**config.mk**
```make
export PLATFORM = sky130hd
export DESIGN_NAME = srtf_preemptive_schedule_unit
export DESIGN_NICKNAME = d
export VERILOG_FILES = /design/src/hw/rtl/srtf_pkg.sv /design/src/hw/rtl/srtf_ctrl.sv /design/src/hw/rtl/srtf_dp.sv /design/src/hw/rtl/srtf_preemptive_schedule_unit.sv
export VERILOG_INCLUDE_DIRS = /design/src /design/src/hw/rtl
export SDC_FILE = /design/constraint.sdc
export NUM_CORES = 2
export LEC_CHECK = 0
export BUFFER_PORTS_ARGS = -buffer_cell sky130_fd_sc_hd__clkbuf_2
export CAP_MARGIN = 10
export CORE_UTILIZATION = 51
export DETAILED_ROUTE_END_ITERATION = 10
export PLACE_DENSITY = 0.7
export SLEW_MARGIN = 20
export SYNTH_ARGS = -nofsm -noshare
export SYNTH_HDL_FRONTEND = slang
export SYNTH_HIERARCHICAL = 1
export SYNTH_SLANG_ARGS = --single-unit
```
**constraint.sdc**
```tcl
create_clock -name clk -period 8.6 [get_ports clk]
set_input_delay 1.29 -clock clk [delete_from_list [all_inputs] [get_ports clk]]
set_output_delay 1.29 -clock clk [all_outputs]
set_load 0.05 [all_outputs]
```
**src/hw/rtl/srtf_preemptive_schedule_unit_assert.svh**
```systemverilog
// ----------------------------------------------------------------------------
// srtf assertion macros
// concurrent checks for the scheduler rtl, sampled on clk, off in reset
// ----------------------------------------------------------------------------
`ifndef SRTF_PREEMPTIVE_SCHEDULE_UNIT_ASSERT_SVH
`define SRTF_PREEMPTIVE_SCHEDULE_UNIT_ASSERT_SVH

// same-cycle implication
`define SRTF_ASSERT_NOW(label, ante, cons, msg) \
  label: assert property (@(posedge clk) disable iff (rst) (ante) |-> (cons)) \
    else $error(msg);

// next-cycle implication
`define SRTF_ASSERT_NEXT(label, ante, cons, msg) \
  label: assert property (@(posedge clk) disable iff (rst) (ante) |=> (cons)) \
    else $error(msg);

`endif

```
**src/hw/rtl/srtf_pkg.sv**
```systemverilog
// ----------------------------------------------------------------------------
// srtf package
// shared types and constants of the shortest-remaining-time-first scheduler
// ----------------------------------------------------------------------------
package srtf_pkg;

  localparam int MAX_JOBS_DEF = 16;
  localparam int TIME_W       = 24;
  localparam int VAL_W        = 16;
  localparam int JOB_IDX_W    = 6;

  typedef struct packed {
    logic [VAL_W-1:0] burst_time;
    logic [VAL_W-1:0] arrival_tick;
    logic             last_job;
  } job_item_t;

  typedef struct packed {
    logic [JOB_IDX_W-1:0] job_index;
    logic [TIME_W-1:0]    finish_tick;
    logic [TIME_W-1:0]    wait_ticks;
    logic [TIME_W-1:0]    turnaround_ticks;
    logic                 last_result;
  } result_item_t;

  // controller to datapath
  typedef struct packed {
    logic load;
    logic pre_init;
    logic pre_next;
    logic emit_zero;
    logic scan_init;
    logic idle_jump;
    logic commit;
    logic emit_run;
    logic clear;
  } cmd_t;

  // datapath to controller
  typedef struct packed {
    logic pre_zero;
    logic pre_last;
    logic out_free;
    logic scan_end;
    logic best_valid;
    logic best_finishes;
    logic has_next;
    logic all_done;
  } status_t;

endpackage

```
**src/hw/rtl/srtf_ctrl.sv**
```systemverilog
// ----------------------------------------------------------------------------
// srtf controller
// sequences loading, the zero-burst pass and the per-segment scheduling scans
// ----------------------------------------------------------------------------
module srtf_ctrl (
  input  logic              clk,
  input  logic              rst,
  input  logic              load_valid,
  input  logic              load_last,
  output logic              load_ready,
  input  srtf_pkg::status_t sts,
  output srtf_pkg::cmd_t    cmd
);

  typedef enum logic [8:0] {
    S_IDLE      = 9'b000000001,
    S_PRE_RD    = 9'b000000010,
    S_PRE_CHK   = 9'b000000100,
    S_PRE_EMIT  = 9'b000001000,
    S_CHECK     = 9'b000010000,
    S_SCAN_INIT = 9'b000100000,
    S_SCAN      = 9'b001000000,
    S_DECIDE    = 9'b010000000,
    S_EMIT      = 9'b100000000
  } state_t;

  state_t state, state_next;

  always_ff @(posedge clk) begin
    if (rst) begin
      state <= S_IDLE;
    end else begin
      state <= state_next;
    end
  end

  always_comb begin
    state_next = state;
    cmd        = '0;
    load_ready = 1'b0;
    case (state)
      S_IDLE: begin
        load_ready = 1'b1;
        if (load_valid) begin
          cmd.load = 1'b1;
          if (load_last) begin
            cmd.pre_init = 1'b1;
            state_next   = S_PRE_RD;
          end
        end
      end
      S_PRE_RD: begin
        state_next = S_PRE_CHK;
      end
      S_PRE_CHK: begin
        if (sts.pre_zero) begin
          state_next = S_PRE_EMIT;
        end else if (sts.pre_last) begin
          state_next = S_CHECK;
        end else begin
          cmd.pre_next = 1'b1;
          state_next   = S_PRE_RD;
        end
      end
      S_PRE_EMIT: begin
        if (sts.out_free) begin
          cmd.emit_zero = 1'b1;
          if (sts.pre_last) begin
            state_next = S_CHECK;
          end else begin
            cmd.pre_next = 1'b1;
            state_next   = S_PRE_RD;
          end
        end
      end
      S_CHECK: begin
        if (sts.all_done) begin
          cmd.clear  = 1'b1;
          state_next = S_IDLE;
        end else begin
          state_next = S_SCAN_INIT;
        end
      end
      S_SCAN_INIT: begin
        cmd.scan_init = 1'b1;
        state_next    = S_SCAN;
      end
      S_SCAN: begin
        if (sts.scan_end) begin
          state_next = S_DECIDE;
        end
      end
      S_DECIDE: begin
        if (!sts.best_valid) begin
          cmd.idle_jump = 1'b1;
          state_next    = S_SCAN_INIT;
        end else begin
          cmd.commit = 1'b1;
          state_next = sts.best_finishes ? S_EMIT : S_SCAN_INIT;
        end
      end
      S_EMIT: begin
        if (sts.out_free) begin
          cmd.emit_run = 1'b1;
          state_next   = S_CHECK;
        end
      end
      default: begin
        state_next = S_IDLE;
      end
    endcase
  end

endmodule

```
**src/hw/rtl/srtf_dp.sv**
```systemverilog
// ----------------------------------------------------------------------------
// srtf datapath
// job memories, scan pipeline, simulated clock and result register
// ----------------------------------------------------------------------------
module srtf_dp #(
  parameter int MaxJobs = srtf_pkg::MAX_JOBS_DEF
) (
  input  logic                   clk,
  input  logic                   rst,
  input  srtf_pkg::cmd_t         cmd,
  input  srtf_pkg::job_item_t    load_item,
  output srtf_pkg::status_t      sts,
  output logic                   result_valid,
  input  logic                   result_ready,
  output srtf_pkg::result_item_t result_item
);

  localparam int IdxW  = (MaxJobs > 1) ? $clog2(MaxJobs) : 1;
  localparam int CntW  = $clog2(MaxJobs + 1);
  localparam int VW    = srtf_pkg::VAL_W;
  localparam int TW    = srtf_pkg::TIME_W;

  logic [VW-1:0] burst_mem   [MaxJobs];
  logic [VW-1:0] arrival_mem [MaxJobs];
  logic [VW-1:0] rem_mem     [MaxJobs];

  logic [VW-1:0]   rd_burst, rd_arr, rd_rem;
  logic [CntW-1:0] load_cnt, done_cnt;
  logic [TW-1:0]   tick;
  logic [IdxW-1:0] scan_idx, eval_idx, best_idx, run_idx;
  logic            issue_act, eval_act, eval_last;
  logic            run_valid, best_valid, have_next;
  logic [VW-1:0]   run_rem, run_arr, run_burst;
  logic [VW-1:0]   best_rem, best_arr, best_burst, next_arr;
  logic [VW:0]     sum_ab;

  logic            room;
  logic            rem_we;
  logic [IdxW-1:0] rem_addr, load_addr;
  logic [VW-1:0]   rem_wdata;
  logic [VW-1:0]   gap, step;
  logic            cut;
  logic [TW:0]     tick_sum;
  logic [TW-1:0]   tick_next;
  logic            scan_is_last;
  logic            eval_ready;
  logic [TW:0]     late_diff;
  logic            late;
  logic            last_flag;

  assign room      = load_cnt < CntW'(MaxJobs);
  assign load_addr = load_cnt[IdxW-1:0];

  // gap to the next arrival, only meaningful while one is pending
  assign gap       = next_arr - tick[VW-1:0];
  assign cut       = have_next && (gap < best_rem);
  assign step      = cut ? gap : best_rem;
  assign tick_sum  = {1'b0, tick} + (TW+1)'(step);
  assign tick_next = tick_sum[TW] ? '1 : tick_sum[TW-1:0];

  assign rem_we    = (cmd.load && room) || cmd.commit;
  assign rem_addr  = cmd.commit ? best_idx : load_addr;
  assign rem_wdata = cmd.commit ? best_rem - step : load_item.burst_time;

  always_ff @(posedge clk) begin
    if (cmd.load && room) begin
      burst_mem[load_addr]   <= load_item.burst_time;
      arrival_mem[load_addr] <= load_item.arrival_tick;
    end
    if (rem_we) begin
      rem_mem[rem_addr] <= rem_wdata;
    end
    rd_burst <= burst_mem[scan_idx];
    rd_arr   <= arrival_mem[scan_idx];
    rd_rem   <= rem_mem[scan_idx];
  end

  assign scan_is_last = (CntW'(scan_idx) + CntW'(1)) == load_cnt;
  assign eval_ready   = ({{(TW-VW){1'b0}}, rd_arr} <= tick);

  // scan pipeline and per-run state
  always_ff @(posedge clk) begin
    if (rst) begin
      issue_act <= 1'b0;
      eval_act  <= 1'b0;
      load_cnt  <= '0;
      done_cnt  <= '0;
      tick      <= '0;
      run_valid <= 1'b0;
      run_idx   <= '0;
      scan_idx  <= '0;
    end else begin
      eval_act <= issue_act;
      if (issue_act) begin
        eval_idx  <= scan_idx;
        eval_last <= scan_is_last;
        if (scan_is_last) begin
          issue_act <= 1'b0;
        end else begin
          scan_idx <= scan_idx + IdxW'(1);
        end
      end
      if (cmd.load && room) begin
        load_cnt <= load_cnt + CntW'(1);
      end
      if (cmd.pre_init) begin
        scan_idx <= '0;
      end
      if (cmd.pre_next) begin
        scan_idx <= scan_idx + IdxW'(1);
      end
      if (cmd.scan_init) begin
        scan_idx   <= '0;
        issue_act  <= 1'b1;
        best_valid <= run_valid;
        best_idx   <= run_idx;
        best_rem   <= run_rem;
        best_arr   <= run_arr;
        best_burst <= run_burst;
        have_next  <= 1'b0;
      end
      if (eval_act && (rd_rem != '0)) begin
        if (eval_ready) begin
          if (!best_valid || (rd_rem < best_rem)) begin
            best_valid <= 1'b1;
            best_idx   <= eval_idx;
            best_rem   <= rd_rem;
            best_arr   <= rd_arr;
            best_burst <= rd_burst;
          end
        end else if (!have_next || (rd_arr < next_arr)) begin
          have_next <= 1'b1;
          next_arr  <= rd_arr;
        end
      end
      if (cmd.idle_jump) begin
        tick <= {{(TW-VW){1'b0}}, next_arr};
      end
      if (cmd.commit) begin
        tick   <= tick_next;
        sum_ab <= {1'b0, best_arr} + {1'b0, best_burst};
        if (cut) begin
          run_valid <= 1'b1;
          run_idx   <= best_idx;
          run_rem   <= best_rem - step;
          run_arr   <= best_arr;
          run_burst <= best_burst;
        end else begin
          run_valid <= 1'b0;
        end
      end
      if (cmd.emit_zero || cmd.emit_run) begin
        done_cnt <= done_cnt + CntW'(1);
      end
      if (cmd.clear) begin
        load_cnt  <= '0;
        done_cnt  <= '0;
        tick      <= '0;
        run_valid <= 1'b0;
        run_idx   <= '0;
      end
    end
  end

  // result math: wait clamps at zero, turnaround is finish minus arrival when late
  assign late_diff = {1'b0, tick} - {{(TW-VW){1'b0}}, sum_ab};
  assign late      = !late_diff[TW] && (late_diff != '0);
  assign last_flag = (done_cnt + CntW'(1)) == load_cnt;

  always_ff @(posedge clk) begin
    if (rst) begin
      result_valid <= 1'b0;
    end else if (cmd.emit_zero || cmd.emit_run) begin
      result_valid <= 1'b1;
    end else if (result_ready) begin
      result_valid <= 1'b0;
    end
  end

  always_ff @(posedge clk) begin
    if (cmd.emit_zero) begin
      result_item.job_index        <= srtf_pkg::JOB_IDX_W'(scan_idx);
      result_item.finish_tick      <= {{(TW-VW){1'b0}}, rd_arr};
      result_item.wait_ticks       <= '0;
      result_item.turnaround_ticks <= '0;
      result_item.last_result      <= last_flag;
    end else if (cmd.emit_run) begin
      result_item.job_index        <= srtf_pkg::JOB_IDX_W'(best_idx);
      result_item.finish_tick      <= tick;
      result_item.wait_ticks       <= late ? late_diff[TW-1:0] : '0;
      result_item.turnaround_ticks <= late ? tick - {{(TW-VW){1'b0}}, best_arr}
                                           : {{(TW-VW){1'b0}}, best_burst};
      result_item.last_result      <= last_flag;
    end
  end

  assign sts.pre_zero      = (rd_rem == '0);
  assign sts.pre_last      = scan_is_last;
  assign sts.out_free      = !result_valid || result_ready;
  assign sts.scan_end      = eval_act && eval_last;
  assign sts.best_valid    = best_valid;
  assign sts.best_finishes = !cut;
  assign sts.has_next      = have_next;
  assign sts.all_done      = (done_cnt == load_cnt);

endmodule

```
**src/hw/rtl/srtf_preemptive_schedule_unit.sv**
```systemverilog
// ----------------------------------------------------------------------------
// srtf preemptive schedule unit
// loads a job set and reports completions of a preemptive shortest remaining
// time first schedule over it
// ----------------------------------------------------------------------------
//  channel  | signals                               | item
//  ---------+---------------------------------------+--------------------------
//  load     | load_valid, load_ready, load_item     | burst, arrival, last flag
//  result   | result_valid, result_ready, result_item | one completed job
//
//  a job without the last flag is only stored; the last job starts a run:
//  a zero-burst pass reads and checks each job and emits the zero-burst ones,
//  then scans read every job through the single read port of the job memories,
//  then a decide and, on a completion, an emit; at most 2n scans for n jobs
//  a stalled result holds the run at its next completion; load_ready is high
//  only between runs. rst is synchronous and empties the job set
// ----------------------------------------------------------------------------
`include "srtf_preemptive_schedule_unit_assert.svh"

module srtf_preemptive_schedule_unit #(
  parameter int MaxJobs = srtf_pkg::MAX_JOBS_DEF
) (
  input  logic                   clk,
  input  logic                   rst,
  input  logic                   load_valid,
  output logic                   load_ready,
  input  srtf_pkg::job_item_t    load_item,
  output logic                   result_valid,
  input  logic                   result_ready,
  output srtf_pkg::result_item_t result_item
);

  srtf_pkg::cmd_t    cmd;
  srtf_pkg::status_t sts;

  // sequencer: load, zero-burst pass, scan / decide / emit loop
  srtf_ctrl u_ctrl (
    .clk        (clk),
    .rst        (rst),
    .load_valid (load_valid),
    .load_last  (load_item.last_job),
    .load_ready (load_ready),
    .sts        (sts),
    .cmd        (cmd)
  );

  // job memories, simulated clock, best-job search and result register
  srtf_dp #(
    .MaxJobs (MaxJobs)
  ) u_dp (
    .clk          (clk),
    .rst          (rst),
    .cmd          (cmd),
    .load_item    (load_item),
    .sts          (sts),
    .result_valid (result_valid),
    .result_ready (result_ready),
    .result_item  (result_item)
  );

  // a segment is only committed once the scan found a ready job
  `SRTF_ASSERT_NOW(a_commit_has_best, cmd.commit, sts.best_valid, "commit without ready job")

  // results never overwrite one that is still waiting
  `SRTF_ASSERT_NOW(a_emit_slot_free, cmd.emit_run || cmd.emit_zero, sts.out_free,
                   "result emitted into a full output register")

  // idling is only allowed toward a pending arrival
  `SRTF_ASSERT_NOW(a_idle_has_next, cmd.idle_jump, sts.has_next, "idle with no pending arrival")

  // an emitted item shows up as a valid result in the next cycle
  `SRTF_ASSERT_NEXT(a_emit_shows, cmd.emit_run || cmd.emit_zero, result_valid,
                    "emitted result not presented")

endmodule

```
==> results_dict.tcl <==
set metrics [dict create \
    gr-total-overflow 0 \
    rrSetupSlack_ns 0.82 \
    fmax_mhz 129 \
    core_area_um2 93600 \
    p_per_area_nw_per_um2 211 \
    worstReg2RegEnd "u_dp/rem_mem[6][14]$_DFFE_PP_" \
    setup-tns-final_ns 0 \
    antenna_cells 0 \
    rsz0062_at_grt "false" \
    die_h_um 310 \
    antenna_found_initial 6 \
    seq_area_um2 31100 \
    min_from "u_dp/result_item[22]$_SDFFE_PP0P_" \
    cp_slowest_cell "fa_1" \
    drive_gt1_frac 0.211 \
    routabilityCongestion 0.949 \
    min_period_over_period 0.904 \
    rr_worst_depth 29 \
    cp.arrival_ns 8.20 \
    tightest_slew_ns 1.16 \
    worst_path_largest_cell_delay_ns 0.50 \
    multi_input_area_um2 16100 \
    crit_end "u_dp/rem_mem[6][14]$_DFFE_PP_" \
    netlist_instances 3141 \
    max-cap-violations 0 \
    yosys_warnings 6 \
    dr.pass1.iters 8 \
    nFillCells 7094 \
    p_leak_nw 18.4 \
    grt_pass1_wl_um 182000 \
    initial_utilization 0.516 \
    cts_htree_levels 3 \
    cts.path.max_buffers 3 \
    crit_path_frequent_cell "a21oi_1" \
    cts_made_buffers 106 \
    path_depth 29 \
    ctsResizeCount 0 \
    syn_avg_cell_area_um2 15.4 \
    grt_pass1_vias 27800 \
    cp-end-kind "flop" \
    worst-path-buf-inv 2 \
    path_clk_slew_ns 0.06 \
    worstSetupStartpointType "flop" \
    post_cts_buffers 0 \
    hold_path_class "flop to flop" \
    clkLatencyLatePin_ns 0.70 \
    slew_headroom 0.224 \
    crit_type "flop to flop" \
    io_buffers 115 \
    grtUsageTotal 0.260 \
    startpoint "u_dp/tick[1]$_SDFFE_PP0P_" \
    io-pin-count 118 \
    routed_via_density 6.16 \
    mappedNetlistArea_um2 48300 \
    drc_errors 0 \
    row_count 112 \
    hold_viol_final 0 \
    wl_per_cell_um 26.8 \
    cts_tree "done" \
    dp_hpwl_um 77900 \
    drv_slew 0 \
    final_util 0.575 \
    dieArea_um2 95900 \
    routed_wl_um 124000 \
    die_w_um 310 \
    num_vias 28400 \
    status "completed" \
    synthToLayoutAreaGrowth_pct 11.4 \
    critPathRequiredTime_ns 9.02 \
    setup_violations 0 \
    drtAntennaViolNets 0 \
    cts_sinks 1088 \
    cp_max_fo 16 \
    fin_crit_ns 7.78 \
    power.total_mw 11.4 \
    worst_clock_skew_ns 0.0418 \
    worstReg2RegStart "u_dp/tick[1]$_SDFFE_PP0P_" \
    crit_family "compound AO/OA/AOI/OAI gates" \
    grt_max_degree 82 \
    ir_drop_uv 161 \
    cts-root-buf "clkbuf_16" \
    drtIter0Drc 3317 \
    final_nets 3470 \
    hold_buffers 0 \
]
layer usage:
metal	part of all wire	track usage
met2	0.47	0.415
met4	0.029	0.0852
met5	0.00055	0
met3	0.080	0.0421
met1	0.42	0.366
layout make-up:
cell class | count | share of cell area
multi-input cells | 1749 | 0.299
well taps | 1254 | 0.0292
clock buffers | 148 | 0.0546
flip-flops and latches | 1088 | 0.578
repair buffers | 165 | 0.0184
clock inverters | 54 | 0.0101
inverters | 155 | 0.0108
sequential cells by signal, indices dropped and copies added, names as in the netlist, 5 cells and up:
register          count
u_dp/run_arr         16
u_dp/best_burst      16
u_dp/result_item     77
u_dp/done_cnt         5
u_dp/best_rem        16
u_dp/rd_burst        16
u_dp/run_rem         16
u_dp/rd_rem          16
u_dp/tick            24
u_dp/burst_mem      256
u_ctrl/state          9
u_dp/load_cnt         5
u_dp/run_burst       16
u_dp/rd_arr          16
u_dp/next_arr        16
u_dp/best_arr        16
u_dp/sum_ab          17
u_dp/rem_mem        256
u_dp/arrival_mem    256
worst min-delay path by stage:
| stage | to | slack (ns) | depth (start not counted) |
|---|---|---|---|
| after floorplan | u_dp/eval_idx[2]$_DFFE_PP_ | 0.41 | 0 |
| after global placement | u_dp/result_item[30]$_SDFFE_PP0P_ | 0.44 | 2 |
| after detailed placement | u_dp/result_item[22]$_SDFFE_PP0P_ | 0.44 | 2 |
| after CTS | u_dp/result_item[22]$_SDFFE_PP0P_ | 0.46 | 2 |
| after global routing | u_dp/result_item[23]$_SDFFE_PP0P_ | 0.47 | 2 |
| final | u_dp/result_item[22]$_SDFFE_PP0P_ | 0.45 | 2 |
metrics by stage:
stage	setup WS, ns	hold slack [ns]	std cells	instance area (um^2)
3_3_place_gp	1.04	0.437	4410	50300
2_1_floorplan	1.39	0.406	3142	48300
3_5_place_dp	0.927	0.443	4410	50300
5_1_grt	0.216	0.467	4613	53800
6_report	0.825	0.454	4613	53800
4_1_cts	0.873	0.456	4612	53800
where the power goes:
group | internal, mW | switching (mW) | total, mW
Clock | 2.61 | 2.00 | 4.61
Sequential | 5.90 | 0.123 | 6.02
Combinational | 0.279 | 0.455 | 0.734
worst register-to-register path: cells and delay by family, from the launching register on:
family | cells | cell delay [ns]
flip-flops | 1 | 0.48
XOR/XNOR | 1 | 0.20
AND/OR/NAND/NOR | 3 | 0.99
adder cells (fa/ha/maj) | 4 | 1.43
AO/OA/AOI/OAI | 19 | 4.14
buffers and inverters | 2 | 0.30
cells in the final DEF (no fill, tap or decap), types with 108 or more instances in the layout:
master and n:
edfxtp_1 929, ha_1 162, mux4_2 240, inv_1 152, a21oi_1 134, dfxtp_1 155
nand2_1 179, nor2_1 139, o21ai_0 138, clkbuf_16 108, clkbuf_2 115
Power figures use the tool's default switching activity.
